$ cat config.mk
export PLATFORM = sky130hd
export DESIGN_NAME = pcxrle_ctrl
export DESIGN_NICKNAME = d
export VERILOG_FILES = /design/src/hdl/pcxrle_pkg.sv /design/src/hdl/pcxrle_ctrl.sv
export SDC_FILE = /design/constraint.sdc
export NUM_CORES = 1
export LEC_CHECK = 0
export ABC_CLOCK_PERIOD_IN_PS = 1500
export BUFFER_PORTS_ARGS = -buffer_cell sky130_fd_sc_hd__buf_2
export CAP_MARGIN = 10
export CORE_AREA = 2 2 39 41
export CTS_BUF_LIST = sky130_fd_sc_hd__clkbuf_8
export CTS_CLUSTER_SIZE = 8
export DETAILED_ROUTE_END_ITERATION = 8
export DIE_AREA = 0 0 41 43
export GPL_ROUTABILITY_DRIVEN = 0
export SETUP_SLACK_MARGIN = 0.4
export SLEW_MARGIN = 20
export SYNTH_ARGS = -nofsm -noshare
export SYNTH_HDL_FRONTEND = slang
export SYNTH_SLANG_ARGS = --single-unit
$ cat constraint.sdc
create_clock -name clock -period 1.5 [get_ports clock]
set_input_delay 0.3 -clock clock [delete_from_list [all_inputs] [get_ports clock]]
set_output_delay 0.3 -clock clock [all_outputs]
set_load 0.01 [all_outputs]
$ cat src/hdl/pcxrle_pkg.sv
`default_nettype none

package pcxrle_pkg;

   localparam int MAX_LINE_DEF = 2048;
   localparam int PLANES       = 3;

   localparam int DATA_W     = 8;
   localparam int COL_OUT_W  = 11;
   localparam int ROW_W      = 16;
   localparam int WIDTH_W    = 12;
   localparam int HEIGHT_W   = 17;
   localparam int PLB_W      = 12;
   localparam int COUNT_W    = 6;
   localparam int CSR_IDX_W  = 2;
   localparam int CSR_DATA_W = 17;

   localparam logic [CSR_IDX_W-1:0] CSR_IMAGE_WIDTH      = 2'd0;
   localparam logic [CSR_IDX_W-1:0] CSR_IMAGE_HEIGHT     = 2'd1;
   localparam logic [CSR_IDX_W-1:0] CSR_PLANE_LINE_BYTES = 2'd2;

   localparam logic [DATA_W-1:0]   RUN_MARK       = 8'hC0;
   localparam logic [DATA_W-1:0]   RUN_COUNT_MASK = 8'h3F;
   localparam logic [HEIGHT_W-1:0] HEIGHT_MAX     = 17'h10000;

   typedef enum logic [1:0] {
      ST_IDLE,
      ST_PLACE,
      ST_EMIT
   } state_type;

   typedef enum logic [1:0] {
      PLANE_RED,
      PLANE_GREEN,
      PLANE_BLUE
   } plane_type;

   typedef struct packed {
      logic accept;
      logic place;
      logic out_load;
   } cmd_type;

   typedef struct packed {
      logic go_place;
      logic place_emit;
      logic place_finish;
      logic emit_finish;
      logic out_free;
   } sts_type;

endpackage

`default_nettype wire

$ cat src/hdl/pcxrle_ctrl.sv
`default_nettype none

module pcxrle_ctrl
   import pcxrle_pkg::*;
(
   input  wire          clock,
   input  wire          reset,
   input  wire          req_valid,
   output logic         req_ready,
   input  wire sts_type sts,
   output cmd_type      cmd
);

   state_type state_ff, state_in;

   always_comb begin
      state_in = state_ff;
      case (state_ff)
         ST_IDLE: begin
            if (req_valid && sts.go_place) begin
               state_in = ST_PLACE;
            end
         end
         ST_PLACE: begin
            if (sts.place_emit) begin
               state_in = ST_EMIT;
            end else if (sts.place_finish) begin
               state_in = ST_IDLE;
            end
         end
         ST_EMIT: begin
            if (sts.out_free) begin
               state_in = sts.emit_finish ? ST_IDLE : ST_PLACE;
            end
         end
         default: state_in = ST_IDLE;
      endcase
   end

   always_comb begin
      req_ready    = 1'b0;
      cmd.accept   = 1'b0;
      cmd.place    = 1'b0;
      cmd.out_load = 1'b0;
      case (state_ff)
         ST_IDLE: begin
            req_ready  = 1'b1;
            cmd.accept = req_valid;
         end
         ST_PLACE: begin
            cmd.place = 1'b1;
         end
         ST_EMIT: begin
            cmd.out_load = sts.out_free;
         end
         default: begin
            req_ready = 1'b0;
         end
      endcase
   end

   always_ff @(posedge clock) begin
      if (reset) begin
         state_ff <= ST_IDLE;
      end else begin
         state_ff <= state_in;
      end
   end

endmodule

`default_nettype wire

# Yosys cells after proc, flatten, opt, wreduce, memory -nomap -nowiden
# Cells that the tools add are included.
[word_totals]
ff_bits = 2
output_inout_bits = 4
[classes]
n_eq_ne = 5
mux = 10
n_reduce_logical = 3
[op_table]
columns = ["cell", "n"]
rows = [
  ["two-way mux 2 bit", 4],
  ["case mux 2 bit (3 select lines)", 1],
  ["two-way mux 1 bit", 5],
  ["!= test 2 bit (second input constant)", 2],
  ["!= test 3 bit (second input constant)", 1],
  ["AND reduction 3 bit", 1],
  ["equality test 2 x 1 -> 1 bit (second input constant)", 1],
  ["equality test 2 bit (second input constant)", 1],
  ["zero test 2 bit", 1],
  ["logical AND 1 bit", 1],
]

# Longest topological paths before layout
[logic_depth]
ltp_word = 3
depth_mapped = 2
depth_no_buf = 2

# Worst setup path before layout
# Ideal clock, no wire load.
[synth_path]
path_kind = "reg-to-reg"
from = "register state_ff[1]"
to = "register state_ff[0]"
setup_time_ps = 103
arrival_ps = 943
required_ps = 1397
setup_slack_ps = 453
path_stages_with_launch = 3
n_path_buf = 0
period_less_slack_ps = 1047
cell_sequence = "dfxtp_1 o31a_1 a2111oi_2"
[synth_between]
elab_chain_cells = 3
[synth_lines]
columns = ["item", "line", "source"]
rows = [
  ["from (decl)", "pcxrle_ctrl.sv:14", "state_type state_ff, state_in;"],
  ["from (signal assigned)", "pcxrle_ctrl.sv:66", "state_ff <= state_in;"],
  ["equality test 2 x 1 -> 1 bit (tied with other cells)", "pcxrle_ctrl.sv:18", "case (state_ff)"],
  ["!= test 3 bit (no source line) or != test 2 bit (tied branches)", "--", ""],
  ["AND reduction 3 bit (no source line)", "--", ""],
]
# Several ways; a longest one is shown, not always the timed one.
# A chain may end at the register's enable or synchronous reset.

==> results.json <==
{
  "status": "finished clean",
  "dr.pass1.iters": 2,
  "min_path_type": "in -> reg",
  "multi_input_comb_area_um2": 95.1,
  "cts_root_buf": "clkbuf_8",
  "fin_setup_tns_ns": 0,
  "power_density_nw_per_um2": 1190,
  "synth_top_area_share_pct": 32.0,
  "crit_family": "flip-flops",
  "synth_cell_types": 12,
  "vdd_drop_max_v": 0.000221,
  "period_share_pct": 81.7,
  "p_total_mw": 0.333,
  "grt_pass1_wl_um": 586,
  "syn_nets": 22,
  "drive_gt1_share_pct": 72.4,
  "layout.nets": 39,
  "yosysSeqAreaShare_pct": 32.0,
  "regMostFlops": "state_ff",
  "grt_overflow": 0,
  "chipWidth_um": 41,
  "synth_area_leaders": "dfxtp_1 (32%), a2111oi_2 (12%), and2b_2 (7.0%)",
  "final_common_cell": "buf_2",
  "routed_wl_um": 406,
  "clockBufferDepth": 2,
  "max_slew_margin_pct": 82.2,
  "cp_slowest_stage_delay_ns": 0.37,
  "start_util_pct": 9.04,
  "setup_violations": 0,
  "reg_top3": "state_ff (2)",
  "coreArea_um2": 1380,
  "maxCapViolCount": 0,
  "syn_area_per_cell_um2": 8.94,
  "synth_area_um2": 125,
  "period_needed_ns": 1.22,
  "regArea_um2": 47.5,
  "crit_chain": "and2b_2 > buf_6",
  "drc_errors": 0,
  "nFillCells": 164,
  "finalHoldViolCount": 0,
  "layout_common_cells": "buf_2 (9), clkbuf_8 (3), buf_6 (2), dfxtp_4 (2)",
  "avgRoutedWirePerCell_um": 9.02,
  "hold_buffers": 0,
  "fmax_ghz": 0.816,
  "die-area_um2": 1760,
  "grt_pass1_vias": 152,
  "antenna_found_initial": 0,
  "crit_buf_inv": 1,
  "synth_warnings": 0,
  "die_y_um": 43,
  "synth_seq_cells": 2,
  "tightestPinTransition_ns": 0.265,
  "htree_levels": 1,
  "largest_reg_flops": 2,
  "fin_util_pct": 20.2,
  "cp-end-kind": "output pin",
  "vias_per_cell": 3.56,
  "port-buffer-count": 11,
  "synthCells": 14,
  "cts_tree": "built",
  "clk_pin_slew_ns": 0.03,
  "cts_buffers": 3,
  "insertion_delay_ns": 0.21,
  "ant_nets": 0,
  "area_growth_pct": 123,
  "cp.arrival_ns": 0.92,
  "synth_top_area_cell": "dfxtp_1",
  "cpMaxStageDelayCell": "dfxtp_4",
  "dr_total_vias": 160,
  "worstPathMaxFanout": 8,
  "report.final.slew_viol_count": 0,
  "first_iter_violations": 4,
  "io_pins": 12,
  "fin_skew_ns": 0.00316,
  "p_leak_nw": 0.121,
  "clock_sinks": 2,
  "rsz0062_at_grt": "true",
  "rows": 14,
  "grtUsageTotal_pct": 5.41,
  "worstPathRequired_ns": 1.20,
  "grt_start_max_net_pins": 9,
  "startpoint_type": "flip-flop",
  "antenna_cells": 0,
  "crit_type": "reg -> out"
}
-- routing by layer --
layer | vias up | global-route usage (%) | routed length [µm]
met3 | 0 | 1.57 | 24
met2 | 5 | 6.88 | 226
met4 | 0 | 8.00 | 0
met5 | - | 0 | 0
li1 | 84 | - | -
met1 | 71 | 5.41 | 155
-- repair_timing --
item	CTS	global route
endpoints found under the setup margin	5	5
resized for setup	5	4
setup buffers	0	1
pin swaps	0	2
-- worst reg2reg max path, delay by kind of cell, from the launching register on --
kind / cells / cell delay, ns
AOI/OAI and AO/OA: 2 / 0.59
DFF: 1 / 0.36
-- through the flow --
stage | instances | hold WS, ns | setup WS (ns) | instance area [µm²]
3_5_place_dp | 41 | 0.495 | 0.381 | 200
2_1_floorplan | 14 | 0.369 | 0.453 | 125
6_report | 45 | 0.269 | 0.275 | 279
3_3_place_gp | 41 | 0.496 | 0.382 | 200
4_1_cts | 44 | 0.266 | 0.270 | 255
5_1_grt | 45 | 0.272 | 0.244 | 279
-- cells in the mapped netlist (all sizes together) --
library cell / count
nand2: 1
nand2b: 1
o31a: 1
a211oi: 1
nor2: 2
and2: 1
and2b: 1
or3b: 1
nand3b: 1
a21oi: 1
a2111oi: 1
dfxtp: 2
-- logic make-up (layout without fill, tap and decap cells) --
| logic type | count (synthesis) | count (layout) | synth area share [%] |
|---|---|---|---|
| buffers and inverters | 0 | 15 | 0 |
| AND/OR/NAND/NOR | 8 | 8 | 39.0 |
| AO/OA/AOI/OAI | 4 | 4 | 29.0 |
| flip-flops | 2 | 2 | 32.0 |
-- cell type report --
class / count / area share, %
tap: 16 / 7.17
clock buffer: 3 / 14.8
sequential: 2 / 17.0
timing repair buffer: 12 / 26.9
multi-input combinational: 12 / 34.1
-- power by group --
part | switching [mW] | internal (mW) | leakage (nW)
Combinational | 0.0225 | 0.0359 | 0.0817
Clock | 0.0393 | 0.169 | 0.0216
Sequential | 0.00845 | 0.0572 | 0.0178
Total | 0.0703 | 0.262 | 0.121
-- worst paths after layout --
kind | from | to | slack, ns | depth (start not counted)
setup reg to reg | state_ff[1] | state_ff[0] | 0.44 | 2
hold / removal | reset | state_ff[1] | 0.27 | 2
setup / recovery | state_ff[1] | cmd[1] | 0.28 | 2
hold reg to reg | state_ff[0] | state_ff[1] | 0.54 | 2
No activity file was read; power rests on OpenSTA's default activity.
